<file path="src/mqr_pkg.sv">
// ----------------------------------------------------------------------------
// mqr_pkg
// Shared types and constants of the multi-queue ring FIFO.
// ----------------------------------------------------------------------------
`timescale 1ns / 1ps

package mqr_pkg;

    // default sizes
    localparam int NUM_QUEUES_DEF  = 4;
    localparam int MAX_LENGTH_DEF  = 256;
    localparam int ENTRY_WIDTH_DEF = 32;

    // fixed port widths
    localparam int CMD_W       = 3;
    localparam int QID_PORT_W  = 3;
    localparam int DATA_W      = 32;
    localparam int WIDE_W      = 64;
    localparam int ERR_W       = 2;
    localparam int FILL_W      = 2;
    localparam int CNT_W       = 8;
    localparam int CNT_MAX     = 255;

    // length registers
    localparam int NUM_LEN_REGS = 4;
    localparam int LEN_SEL_W    = 2;
    localparam int LEN_REG_W    = 9;
    localparam int CFG_INDEX_W  = 3;
    localparam logic [LEN_REG_W-1:0] LEN_RESET = 9'd256;
    localparam int MIN_LENGTH   = 2;

    // commands
    localparam logic [CMD_W-1:0] CMD_PUT    = 3'd0;
    localparam logic [CMD_W-1:0] CMD_GET    = 3'd1;
    localparam logic [CMD_W-1:0] CMD_STATUS = 3'd2;
    localparam logic [CMD_W-1:0] CMD_COUNT  = 3'd3;
    localparam logic [CMD_W-1:0] CMD_FLUSH  = 3'd4;

    // error codes
    localparam logic [ERR_W-1:0] ERR_OK    = 2'd0;
    localparam logic [ERR_W-1:0] ERR_RANGE = 2'd1;
    localparam logic [ERR_W-1:0] ERR_EMPTY = 2'd2;
    localparam logic [ERR_W-1:0] ERR_FULL  = 2'd3;

    // fill states
    localparam logic [FILL_W-1:0] FILL_EMPTY = 2'd0;
    localparam logic [FILL_W-1:0] FILL_READY = 2'd1;
    localparam logic [FILL_W-1:0] FILL_FULL  = 2'd2;

    // response bookkeeping handed from the controller to the output stage
    typedef struct packed {
        logic                valid;
        logic                rd_sel;
        logic [ERR_W-1:0]    err;
        logic [FILL_W-1:0]   fill;
        logic [CNT_W-1:0]    cnt;
    } rsp_t;

endpackage

</file>
<file path="src/mqr_ctrl.sv">
// ----------------------------------------------------------------------------
// mqr_ctrl
// Queue controller: length registers, ring indices, command decode and
// entry store request.
// ----------------------------------------------------------------------------
`timescale 1ns / 1ps

module mqr_ctrl #(
    parameter int NUM_QUEUES  = mqr_pkg::NUM_QUEUES_DEF,
    parameter int MAX_LENGTH  = mqr_pkg::MAX_LENGTH_DEF,
    parameter int ENTRY_WIDTH = mqr_pkg::ENTRY_WIDTH_DEF,
    parameter int ADDR_W      = ((NUM_QUEUES * MAX_LENGTH) > 1)
                                ? $clog2(NUM_QUEUES * MAX_LENGTH) : 1
) (
    input  logic                               clk,
    input  logic                               rst_n,
    input  logic                               accept,
    input  logic [mqr_pkg::CMD_W-1:0]          command,
    input  logic [mqr_pkg::QID_PORT_W-1:0]     queue_id,
    input  logic [mqr_pkg::DATA_W-1:0]         write_value,
    input  logic                               cfg_we,
    input  logic [mqr_pkg::CFG_INDEX_W-1:0]    cfg_index,
    input  logic [mqr_pkg::LEN_REG_W-1:0]      cfg_data,
    output logic                               mem_we,
    output logic [ADDR_W-1:0]                  mem_addr,
    output logic [ENTRY_WIDTH-1:0]             mem_wdata,
    output mqr_pkg::rsp_t                      rsp
);

    localparam int IDX_W = $clog2(MAX_LENGTH);
    localparam int LEN_W = $clog2(MAX_LENGTH + 1);
    localparam int QID_W = (NUM_QUEUES > 1) ? $clog2(NUM_QUEUES) : 1;
    localparam int RAW_W = (LEN_W > mqr_pkg::LEN_REG_W) ? LEN_W : mqr_pkg::LEN_REG_W;

    logic [mqr_pkg::LEN_REG_W-1:0] len_reg [mqr_pkg::NUM_LEN_REGS];
    logic [IDX_W-1:0] rd_idx_reg [NUM_QUEUES];
    logic [IDX_W-1:0] wr_idx_reg [NUM_QUEUES];
    mqr_pkg::rsp_t    rsp_reg;
    mqr_pkg::rsp_t    rsp_next;

    logic                           q_valid;
    logic [QID_W-1:0]               qsel;
    logic [RAW_W-1:0]               len_raw;
    logic [LEN_W-1:0]               len;
    logic [IDX_W-1:0]               g_idx;
    logic [IDX_W-1:0]               p_idx;
    logic [IDX_W-1:0]               ng_idx;
    logic [IDX_W-1:0]               np_idx;
    logic                           is_empty;
    logic                           is_full;
    logic [LEN_W-1:0]               count;
    logic [ADDR_W-1:0]              base;
    logic [mqr_pkg::WIDE_W-1:0]     wval_wide;
    logic                           upd_rd;
    logic                           upd_wr;
    logic                           do_flush;

    assign q_valid = (32'(queue_id) < NUM_QUEUES);
    assign qsel    = QID_W'(queue_id);
    assign g_idx   = rd_idx_reg[qsel];
    assign p_idx   = wr_idx_reg[qsel];

    always_comb
    begin
        if (32'(queue_id) < mqr_pkg::NUM_LEN_REGS)
        begin
            len_raw = RAW_W'(len_reg[queue_id[mqr_pkg::LEN_SEL_W-1:0]]);
        end
        else
        begin
            len_raw = RAW_W'(MAX_LENGTH);
        end
        if (32'(len_raw) > MAX_LENGTH)
        begin
            len = LEN_W'(MAX_LENGTH);
        end
        else if (32'(len_raw) < mqr_pkg::MIN_LENGTH)
        begin
            len = LEN_W'(mqr_pkg::MIN_LENGTH);
        end
        else
        begin
            len = LEN_W'(len_raw);
        end
    end

    // indices stay inside the ring: a length write flushes the queue
    always_comb
    begin
        if ((LEN_W'(g_idx) + LEN_W'(1)) >= len)
        begin
            ng_idx = '0;
        end
        else
        begin
            ng_idx = g_idx + IDX_W'(1);
        end
        if ((LEN_W'(p_idx) + LEN_W'(1)) >= len)
        begin
            np_idx = '0;
        end
        else
        begin
            np_idx = p_idx + IDX_W'(1);
        end
    end

    assign is_empty = (ng_idx == p_idx);
    assign is_full  = (p_idx == g_idx);

    always_comb
    begin
        if (p_idx > g_idx)
        begin
            count = LEN_W'(p_idx) - LEN_W'(g_idx) - LEN_W'(1);
        end
        else
        begin
            count = LEN_W'(p_idx) + len - LEN_W'(g_idx) - LEN_W'(1);
        end
    end

    assign base      = ADDR_W'(32'(qsel) * MAX_LENGTH);
    assign wval_wide = mqr_pkg::WIDE_W'(write_value);

    always_comb
    begin
        rsp_next       = '0;
        rsp_next.valid = accept;
        mem_we         = 1'b0;
        mem_addr       = base + ADDR_W'(ng_idx);
        mem_wdata      = wval_wide[ENTRY_WIDTH-1:0];
        upd_rd         = 1'b0;
        upd_wr         = 1'b0;
        do_flush       = 1'b0;
        if (command > mqr_pkg::CMD_FLUSH)
        begin
            // unknown command: all-zero word, no effect
        end
        else if (!q_valid)
        begin
            rsp_next.err = mqr_pkg::ERR_RANGE;
        end
        else
        begin
            case (command)
                mqr_pkg::CMD_PUT:
                begin
                    mem_addr = base + ADDR_W'(p_idx);
                    if (is_full)
                    begin
                        rsp_next.err = mqr_pkg::ERR_FULL;
                    end
                    else
                    begin
                        mem_we = accept;
                        upd_wr = accept;
                    end
                end
                mqr_pkg::CMD_GET:
                begin
                    if (is_empty)
                    begin
                        rsp_next.err = mqr_pkg::ERR_EMPTY;
                    end
                    else
                    begin
                        rsp_next.rd_sel = 1'b1;
                        upd_rd          = accept;
                    end
                end
                mqr_pkg::CMD_STATUS:
                begin
                    if (is_empty)
                    begin
                        rsp_next.fill = mqr_pkg::FILL_EMPTY;
                    end
                    else if (is_full)
                    begin
                        rsp_next.fill = mqr_pkg::FILL_FULL;
                    end
                    else
                    begin
                        rsp_next.fill = mqr_pkg::FILL_READY;
                    end
                end
                mqr_pkg::CMD_COUNT:
                begin
                    if (32'(count) > mqr_pkg::CNT_MAX)
                    begin
                        rsp_next.cnt = mqr_pkg::CNT_W'(mqr_pkg::CNT_MAX);
                    end
                    else
                    begin
                        rsp_next.cnt = mqr_pkg::CNT_W'(count);
                    end
                end
                mqr_pkg::CMD_FLUSH:
                begin
                    do_flush = accept;
                end
                default:
                begin
                end
            endcase
        end
    end

    always_ff @(posedge clk or negedge rst_n)
    begin
        if (!rst_n)
        begin
            for (int i = 0; i < mqr_pkg::NUM_LEN_REGS; i++)
            begin
                len_reg[i] <= mqr_pkg::LEN_RESET;
            end
            for (int q = 0; q < NUM_QUEUES; q++)
            begin
                rd_idx_reg[q] <= '0;
                wr_idx_reg[q] <= IDX_W'(1);
            end
            rsp_reg <= '0;
        end
        else
        begin
            rsp_reg <= rsp_next;
            if (cfg_we)
            begin
                // a length write also flushes its queue
                for (int i = 0; i < mqr_pkg::NUM_LEN_REGS; i++)
                begin
                    if (32'(cfg_index) == i)
                    begin
                        len_reg[i] <= cfg_data;
                    end
                end
                for (int q = 0; q < NUM_QUEUES; q++)
                begin
                    if (32'(cfg_index) == q && q < mqr_pkg::NUM_LEN_REGS)
                    begin
                        rd_idx_reg[q] <= '0;
                        wr_idx_reg[q] <= IDX_W'(1);
                    end
                end
            end
            else
            begin
                if (do_flush)
                begin
                    rd_idx_reg[qsel] <= '0;
                    wr_idx_reg[qsel] <= IDX_W'(1);
                end
                if (upd_rd)
                begin
                    rd_idx_reg[qsel] <= ng_idx;
                end
                if (upd_wr)
                begin
                    wr_idx_reg[qsel] <= np_idx;
                end
            end
        end
    end

    assign rsp = rsp_reg;

endmodule

</file>
<file path="config.mk">
export PLATFORM = sky130hd
export DESIGN_NAME = mqr_ctrl
export DESIGN_NICKNAME = d
export VERILOG_FILES = /design/src/mqr_pkg.sv /design/src/mqr_ctrl.sv
export SDC_FILE = /design/constraint.sdc
export NUM_CORES = 1
export LEC_CHECK = 0
export BUFFER_PORTS_ARGS = -buffer_cell sky130_fd_sc_hd__buf_2
export CAP_MARGIN = 20
export CORE_ASPECT_RATIO = 0.8
export CORE_MARGIN = 10
export CORE_UTILIZATION = 36
export CTS_CLUSTER_DIAMETER = 40
export DETAILED_ROUTE_END_ITERATION = 6
export SLEW_MARGIN = 25
export SYNTH_ARGS = -nofsm -noshare
export SYNTH_HDL_FRONTEND = slang
export SYNTH_SLANG_ARGS = --single-unit
</file>
<file path="constraint.sdc">
create_clock -name clk -period 5.9 [get_ports clk]
set_input_delay 0.295 -clock clk [delete_from_list [all_inputs] [get_ports clk]]
set_output_delay 0.295 -clock clk [all_outputs]
set_load 0.005 [all_outputs]
</file>
==> results of run 1 <==
## worst register-to-register path: cells and delay by family (launching register included)
family          cells  cell delay [ps]
flops               1              380
mux                 1              530
compound gates      9             2350
fa+ha+maj           1              280
simple gates        5             1220
## metal layers
metal	vias to the layer above	track usage (%)	wire length, um
met5	-	0	0
li1	2610	-	-
met2	198	21.5	8620
met3	17	3.38	1310
met1	2778	22.4	9970
met4	0	3.57	174
## final cells by class
class,instances,area share [%]
Clock inverter,14,2.02
Sequential cell,114,34.2
Tap cell,269,4.02
Clock buffer,18,5.25
Inverter,46,2.06
Multi-Input combinational cell,498,48.8
Timing Repair Buffer,56,3.71
## cell families (layout without fill, tap and decap cells)
group | count (synthesis) | after routing | synth area share (%)
buffers and inverters | 111 | 134 | 8.05
and+or+nand+nor | 179 | 179 | 11.9
DFF | 114 | 114 | 38.0
xor gates and xnor gates | 29 | 29 | 3.67
adders and majority gates | 47 | 47 | 8.80
AOI/OAI and AO/OA | 181 | 181 | 16.6
muxes | 62 | 62 | 13.0
## final timing paths
kind / startpoint / depth (start not counted) / endpoint / slack, ps
setup reg to reg: len_reg[6] / 16 / rd_idx_reg[19] / 1000
min in group asynchronous: rst_n / 2 / rsp[6] / 480
hold / removal: accept / 1 / rsp[13] / 120
max in group asynchronous: rst_n / 3 / wr_idx_reg[27] / 4180
hold reg to reg: wr_idx_reg[11] / 2 / wr_idx_reg[11] / 480
setup / recovery: queue_id[0] / 17 / rd_idx_reg[19] / 850
## stage by stage
step | std cells | cell area [um^2] | total power (W) | worst slack [ps] | util (%)
after floorplan | 723 | 7540 | 0.00122 | 596 | -
after global placement | 982 | 7750 | 0.00132 | 505 | 37.5
after detailed placement | 982 | 7750 | 0.00133 | 408 | 37.5
after CTS | 1015 | 8370 | 0.00240 | 855 | 40.5
after global routing | 1015 | 8370 | 0.00250 | 395 | 40.6
final | 1015 | 8370 | 0.00238 | 850 | 40.6
## cells in the final DEF (no fill, tap or decap), types with 4 or more instances in the layout
| master | count |
|---|---|
| dfrtp_1 | 106 |
| o31ai_1 | 4 |
| inv_1 | 45 |
| a31oi_1 | 11 |
| or2_2 | 5 |
| and3_1 | 4 |
| ha_1 | 37 |
| dfstp_2 | 8 |
| clkbuf_16 | 17 |
| o221ai_2 | 4 |
| a21oi_1 | 32 |
| nand2_1 | 76 |
| a211oi_1 | 4 |
| nand2b_1 | 7 |
| o21bai_1 | 5 |
| buf_4 | 10 |
| fa_1 | 10 |
| xnor2_1 | 19 |
| mux2_2 | 37 |
| nor2_1 | 27 |
| o2bb2ai_1 | 10 |
| xor2_1 | 7 |
| nor3_1 | 9 |
| o211ai_1 | 9 |
| nor4_1 | 7 |
| buf_2 | 45 |
| and2_1 | 7 |
| a21o_1 | 12 |
| o21ai_1 | 4 |
| nand3_1 | 10 |
| o21ai_0 | 46 |
| a32o_1 | 4 |
| inv_6 | 4 |
| mux4_2 | 24 |
| a22o_1 | 13 |
| nor2b_1 | 4 |
## power groups by stage
| stage | combinational, W | sequential (W) | clock, W |
|---|---|---|---|
| floorplan | 0.000336 | 0.000879 | 0 |
| global placement | 0.000430 | 0.000891 | 0 |
| detailed placement | 0.000437 | 0.000890 | 0 |
| CTS | 0.000439 | 0.000877 | 0.00109 |
| global route | 0.000487 | 0.000884 | 0.00113 |
| finish | 0.000441 | 0.000877 | 0.00107 |
==> results_dict.tcl, run 1 <==
set metrics [dict create \
    synth_edf_count 0 \
    antenna_cells 0 \
    critPathKind "input port to register" \
    globalRoute.totalOverflow 0 \
    routabilityCongestion 0.897 \
    yosysMostFrequentCell "dfrtp_1" \
    htreeDepth 4 \
    ant_nets 0 \
    ys_async_sr_fraction_pct 100 \
    grtUsageTotal_pct 15.1 \
    initial_core_util_pct 36.5 \
    fin_skew_ps 13.5 \
    vias 5603 \
    crit_family "compound AO/OA/AOI/OAI gates" \
    cts-root-buf "clkbuf_16" \
    final_nets 834 \
    clkSinkCount 114 \
    grt_max_degree 62 \
    whs_ps 116 \
    regArea_mm2 0.00286 \
    core_mm2 0.0206 \
    max_freq_mhz 198 \
    crit_path_end_kind "register" \
    final.setup.tns_ps 0 \
    dr.pass1.iters 6 \
    routed_wl_um 20100 \
    p_switching_w 0.000702 \
    power_frac_seq_pct 36.8 \
    post_cts_buffers 0 \
    rsz0062_at_grt "no" \
    synth_area_leaders "dfrtp_1 35%, mux4_2 7.2%, ha_1 6.1%, mux2_2 5.5%, nand2_1 3.8%" \
    die_y_um 149 \
    setup_violations 0 \
    num_rows 47 \
    fillCellCount 1983 \
    cpMaxStageDelayCell "mux4_2" \
    yosysSeqAreaShare_pct 38.0 \
    io_buffer_count 46 \
    arrival_ps 5360 \
    die_width_um 182 \
    pin_count 111 \
    peakVddDrop_v 0.000148 \
    cts_tree "built" \
    synthesis.area_mm2 0.00754 \
    power_density_mw_per_mm2 285 \
    synth-main-ff-cell "dfrtp_1" \
    worstSkewPairLatency_ps 430 \
    cts_made_buffers 17 \
    worstPathRequired_ps 6210 \
    largest_register_ffs 36 \
    viasPerCell 5.52 \
    synthTopCellsByCount "106 x dfrtp_1, 76 x nand2_1, 47 x o21ai_0" \
    cpPeakStageDelay_ps 650 \
    synth_top_area_share_pct 35.2 \
    areaGrowthSynthToFinish_pct 11.0 \
    drc 0 \
    path_buf_inv 1 \
    ys_ff_latch 114 \
    cts-resized-gates 0 \
    synthCells 723 \
    antenna_found_initial 0 \
    internal-power_w 0.00168 \
    yosysWarnings 0 \
    grt_pass1_wl_um 32400 \
    crit_path_start_kind "input port" \
    ys_types 71 \
    finalHoldViolCount 0 \
    cp_max_fo 19 \
    outcome "finished, final reports clean" \
    p_comb_share_pct 18.5 \
    cts.hold.buffers_added 1 \
    min_period_ps 5050 \
    hp-class "input port to register" \
    fin_crit_sh_pct 85.6 \
    ctsLongestPathBuffers 2 \
    multi_input_area_mm2 0.00408 \
    p_leak_nw 3.71 \
    sw_frac_of_total_pct 29.4 \
    syn_nets 824 \
    drv_cap 0 \
    worst_pin_slew_ps 960 \
    drv_slew 0 \
    dieArea_mm2 0.0272 \
    layout-drive-gt1-share_pct 24.7 \
    path_cells "buf_2, mux4_2, nor4_1, o2111ai_1, nor2_1, a21oi_1, or2_2, ha_1, a21bo_2, a211oi_1, o32a_1, o2bb2ai_1, nor3_1, nor4_4, a21o_1, o221ai_2, a22o_1" \
    dr.first_iter.drc_count 498 \
    clkTransAtPathRegs_ps 60 \
    wl_per_cell_um 19.8 \
    post-dp-hpwl_um 15000 \
    slew_headroom_pct 35.1 \
    yosysTopAreaCell "dfrtp_1" \
    clkPwrFrac_pct 44.8 \
    avgSynthCellArea_um2 10.4 \
    first_global_vias 5560 \
]
Note: power is estimated with default switching activity, not from simulation.
==> run 2: changes to the inputs <==
--- a/config.mk
+++ b/config.mk
@@ -8,7 +8,6 @@
 export BUFFER_PORTS_ARGS = -buffer_cell sky130_fd_sc_hd__buf_2
 export CAP_MARGIN = 20
 export CORE_ASPECT_RATIO = 0.8
-export CORE_MARGIN = 10
 export CORE_UTILIZATION = 36
 export CTS_CLUSTER_DIAMETER = 40
 export DETAILED_ROUTE_END_ITERATION = 6
==> results_dict.tcl, run 2 (synthesized netlist as in run 1, its figures left out) <==
set metrics [dict create \
    pre_cts_ws_ps 657 \
    ctsLongestPathBuffers 2 \
    worstPathRequired_ps 6200 \
    routabilityCongestion 0.841 \
    layout-drive-gt1-share_pct 24.8 \
    areaGrowthSynthToFinish_pct 10.7 \
    drv_slew 0 \
    ant_nets 0 \
    io_buffer_count 46 \
    first_global_vias 5492 \
    rsz0062_at_grt "no" \
    final.setup.tns_ps 0 \
    worst_pin_slew_ps 978 \
    p_comb_share_pct 19.1 \
    initial_core_util_pct 37.4 \
    wl_met2_um 8320 \
    dr.pass1.iters 5 \
    post-dp-hpwl_um 15200 \
    crit_path_start_kind "register" \
    die_y_um 131 \
    dieArea_mm2 0.0215 \
    cp_max_fo 10 \
    globalRoute.totalOverflow 0 \
    pin_count 111 \
    antenna_cells 0 \
    regArea_mm2 0.00286 \
    critPathKind "register to register" \
    wl_met3_um 1400 \
    grt_pass1_wl_um 32200 \
    max_freq_mhz 200 \
    routed_wl_um 20300 \
    topRoutingLayerUsed "met4" \
    p_switching_w 0.000694 \
    drv_cap 0 \
    wl_per_cell_um 20.0 \
    hp-class "input port to register" \
    cts_made_buffers 17 \
    outcome "finished, final reports clean" \
    fin_crit_sh_pct 84.6 \
    fin_skew_ps 7.44 \
    post_cts_buffers 0 \
    antenna_found_initial 0 \
    multi_input_area_mm2 0.00408 \
    fillCellCount 1929 \
    internal-power_w 0.00163 \
    final_common_cell "dfrtp_1" \
    layout.cells.non_filler 1014 \
    power_frac_seq_pct 38.0 \
    htreeDepth 4 \
    dr.first_iter.drc_count 559 \
    largest_register_ffs 36 \
    cts-root-buf "clkbuf_16" \
    num_rows 46 \
    sw_frac_of_total_pct 29.9 \
    clkSinkCount 114 \
    peakVddDrop_v 0.000162 \
    cts-resized-gates 0 \
    cts_tree "built" \
    dp.cells 981 \
    grtUsageTotal_pct 19.7 \
    drc 0 \
    clkTransAtPathRegs_ps 60 \
    viasPerCell 5.67 \
    p_leak_nw 3.70 \
    setup_ws_ps 909 \
    arrival_ps 5290 \
    core_mm2 0.0201 \
    whs_ps 128 \
    worstSkewPairLatency_ps 410 \
    slew_headroom_pct 34.6 \
    finalPower_w 0.00232 \
    vias 5745 \
    crit_path_end_kind "register" \
    drt-met1-wl_um 10300 \
    clkPwrFrac_pct 42.9 \
    power_density_mw_per_mm2 278 \
    setup_violations 0 \
    finalHoldViolCount 0 \
    min_period_ps 4990 \
    final_cell_mix "106 x dfrtp_1, 76 x nand2_1, 47 x o21ai_0" \
    die_width_um 164 \
    grt_max_degree 63 \
    final_nets 838 \
]
==> run 2: cell count changes in the layout (fill, tap and decap cells not counted), moves of 2 or more <==
cell      change
buf_4         +4
clkbuf_1      +2
clkinv_4      +2
inv_8         -2
==> run 2: critical path, stage by stage (launching register included) <==
cell and delay (ps):
dfrtp_1 390, mux4_2 490, nor4_1 300, o2111ai_1 210, nor2_1 190, a21oi_1 80
or2_2 320, ha_1 290, a21bo_2 220, a211oi_1 310, o32a_1 450, o2bb2ai_1 170
nor3_1 80, nor4_4 420, a21o_1 430, o221ai_2 270, a22o_1 250
==> run 2: what timing repair did <==
action                                  in CTS  in global routing
endpoints found under the hold margin       48                  0
endpoints found under the setup margin       0                  0
hold buffers                                 1                  0
==> run 2: worst paths after layout <==
kind / to / slack, ps / startpoint / cells after the start
setup reg to reg: rd_idx_reg[3] / 910 / len_reg[12] / 16
max in group asynchronous: wr_idx_reg[30] / 4130 / rst_n / 3
setup / recovery: rd_idx_reg[3] / 910 / len_reg[12] / 16
hold reg to reg: wr_idx_reg[11] / 480 / wr_idx_reg[11] / 2
min in group asynchronous: rsp[5] / 460 / rst_n / 2
hold / removal: rsp[13] / 130 / accept / 1
==> run 2: final cells by class <==
type | instances | area share (%)
Clock inverter | 13 | 1.56
Inverter | 46 | 2.07
Tap cell | 264 | 3.96
Timing Repair Buffer | 60 | 4.08
Clock buffer | 19 | 5.19
Multi-Input combinational cell | 498 | 48.9
Sequential cell | 114 | 34.3
==> run 2: stage by stage <==
step,util (%),area (um^2)
after global routing,41.4,8350
after CTS,41.4,8350
after global placement,38.6,7770
after floorplan,-,7540
final,41.4,8350
after detailed placement,38.6,7780
==> run 2: routing by layer <==
layer	vias up	track usage [%]
li1	2629	-
met1	2865	30.8
met2	220	26.7
met3	31	4.64
met4	0	5.09
met5	-	0
==> run 2: power groups by stage <==
stage / logic (W) / registers (W) / clock network (W)
after floorplan: 0.000336 / 0.000879 / 0
after global placement: 0.000431 / 0.000895 / 0
after detailed placement: 0.000440 / 0.000894 / 0
after CTS: 0.000442 / 0.000880 / 0.00101
after global routing: 0.000495 / 0.000887 / 0.00104
final: 0.000443 / 0.000881 / 0.000996
==> run 3: changes to the inputs <==
==> constraint.sdc (replaced) <==
create_clock -name clk -period 4.3 [get_ports clk]
set_input_delay 0.215 -clock clk [delete_from_list [all_inputs] [get_ports clk]]
set_output_delay 0.215 -clock clk [all_outputs]
set_load 0.005 [all_outputs]
==> results_dict.tcl, run 3 (synthesized netlist as in run 1, its figures left out) <==
set metrics [dict create \
    fin_area_mm2 0.00955 \
    htreeDepth 4 \
    grt_max_degree 43 \
    dieArea_mm2 0.0215 \
    drv_cap 0 \
    fin_skew_ps 14.4 \
    antenna_cells 0 \
    power_density_mw_per_mm2 372 \
    clkPwrFrac_pct 42.5 \
    ff2ff_path_depth 19 \
    cpMaxStageDelayCell "mux4_2" \
    place_area_mm2 0.00856 \
    r2r_slack_ps -240 \
    crit_path_end_kind "register" \
    vias 6187 \
    crit_start "len_reg[15]" \
    cts_made_buffers 17 \
    fin_crit_sh_pct 106 \
    drv_slew 0 \
    fillCellCount 1846 \
    wl_met2_um 9670 \
    grtUsageTotal_pct 21.0 \
    cp_max_fo 7 \
    final.setup.tns_ps -5970 \
    clkTransAtPathRegs_ps 60 \
    post-dp-hpwl_um 16600 \
    setup_ws_ps -243 \
    setup_violations 34 \
    internal-power_w 0.00254 \
    critPathKind "register to register" \
    ctsLongestPathBuffers 2 \
    whs_ps 42.0 \
    viasPerCell 5.58 \
    outcome "complete, but fails checks" \
    initial_core_util_pct 37.4 \
    layout-drive-gt1-share_pct 38.0 \
    arrival_ps 4850 \
    wl_per_cell_um 20.0 \
    power_frac_seq_pct 34.1 \
    wl_met3_um 1430 \
    first_global_vias 5963 \
    worstHoldPathCells 1 \
    worstPathRequired_ps 4610 \
    r2r_start "len_reg[15]" \
    violations "negative setup slack" \
    clkSinkCount 114 \
    num_rows 46 \
    fin_util_pct 47.4 \
    io_buffer_count 46 \
    final_common_cell "dfrtp_1" \
    ant_nets 0 \
    dr.first_iter.drc_count 519 \
    die_y_um 131 \
    final_cell_mix "106 x dfrtp_1, 95 x buf_4, 74 x nand2_1" \
    sw_frac_of_total_pct 28.4 \
    hp-class "input port to register" \
    grt_pass1_wl_um 34100 \
    globalRoute.totalOverflow 0 \
    p_comb_share_pct 23.5 \
    peakVddDrop_v 0.000202 \
    drt-met1-wl_um 10800 \
    routabilityCongestion 0.898 \
    path_buf_inv 3 \
    worstSkewPairLatency_ps 430 \
    slew_headroom_pct 32.8 \
    p_leak_nw 4.28 \
    rsz0062_at_grt "yes" \
    crit_path_start_kind "register" \
    path_cells "mux4_2, nor4_4, o2111ai_2, nor2_2, buf_4, a21oi_2, or2_4, ha_4, a21bo_4, a211oi_4, o32ai_4, buf_4, o21ai_4, xnor2_2, nor4_4, buf_4, a21bo_2, o311a_1, a221o_1" \
    largest_register_ffs 36 \
    final_nets 932 \
    cts_tree "built" \
    path_common_cell "buf_4" \
    cts-root-buf "clkbuf_16" \
    die_width_um 164 \
    min_period_ps 4540 \
    reg2reg_to "rd_idx_reg[23]" \
    crit_end "rd_idx_reg[23]" \
    pre_cts_ws_ps -401 \
    crit_family "compound AO/OA/AOI/OAI gates" \
    finalHoldViolCount 0 \
    antenna_found_initial 0 \
    p_switching_w 0.00101 \
    cpPeakStageDelay_ps 520 \
    max_freq_mhz 220 \
    drc 0 \
    worst_pin_slew_ps 998 \
    pin_count 111 \
    dr.pass1.iters 5 \
    routed_wl_um 22200 \
    path_depth 19 \
    topRoutingLayerUsed "met4" \
    areaGrowthSynthToFinish_pct 26.6 \
    core_mm2 0.0201 \
]
==> run 3: cell types whose count changed in the layout (fill, tap and decap cells not counted), moves of 4 or more <==
cell	change
a21oi_1	-5
buf_6	+11
ha_4	+5
o21ai_1	+15
o21ai_0	-19
ha_1	-5
buf_4	+81
a21oi_2	+5
nor4_1	-4
==> run 3: per-layer routing <==
| metal | vias up | global-route usage (%) |
|---|---|---|
| met4 | 0 | 5.86 |
| met1 | 3111 | 31.6 |
| met5 | - | 0 |
| li1 | 2806 | - |
| met2 | 249 | 29.2 |
| met3 | 21 | 5.24 |
==> run 3: final cells by class <==
class | count | area, um^2 | area share [%]
timing repair buffer | 154 | 1130 | 11.8
tap | 264 | 330 | 3.46
multi-input combinational | 498 | 4430 | 46.4
inverter | 46 | 173 | 1.81
clock inverter | 10 | 149 | 1.56
sequential | 114 | 2860 | 30.0
clock buffer | 22 | 474 | 4.97
==> run 3: worst min path at each step <==
stage	from	endpoint	slack, ps
floorplan	rst_n	len_reg[0]	-80
detailed placement	rst_n	rsp[5]	210
CTS	accept	rsp[13]	30
global placement	rst_n	rsp[5]	210
finish	accept	rsp[13]	40
global route	accept	rsp[13]	40
==> run 3: what timing repair did <==
action                                  in CTS  in global routing
buffers inserted                             1                 10
hold endpoints to repair                    30                  0
endpoints found under the setup margin      28                 82
pin swaps                                    1                 39
resized for setup                            9                 62
cloned                                       0                  1
hold buffers                                 1                  0
==> run 3: power by group through the flow <==
stage / logic, W / registers [W] / clock network [W]
2_1_floorplan: 0.000505 / 0.00121 / 0
3_3_place_gp: 0.000726 / 0.00123 / 0
3_5_place_dp: 0.000737 / 0.00123 / 0
4_1_cts: 0.000750 / 0.00121 / 0.00152
5_1_grt: 0.000906 / 0.00122 / 0.00158
6_report: 0.000834 / 0.00121 / 0.00151
==> run 3: metrics by stage <==
stage / cells / power [W]
after detailed placement: 1065 / 0.00196
after CTS: 1099 / 0.00348
after floorplan: 723 / 0.00171
after global routing: 1108 / 0.00370
after global placement: 1065 / 0.00195
final: 1108 / 0.00355
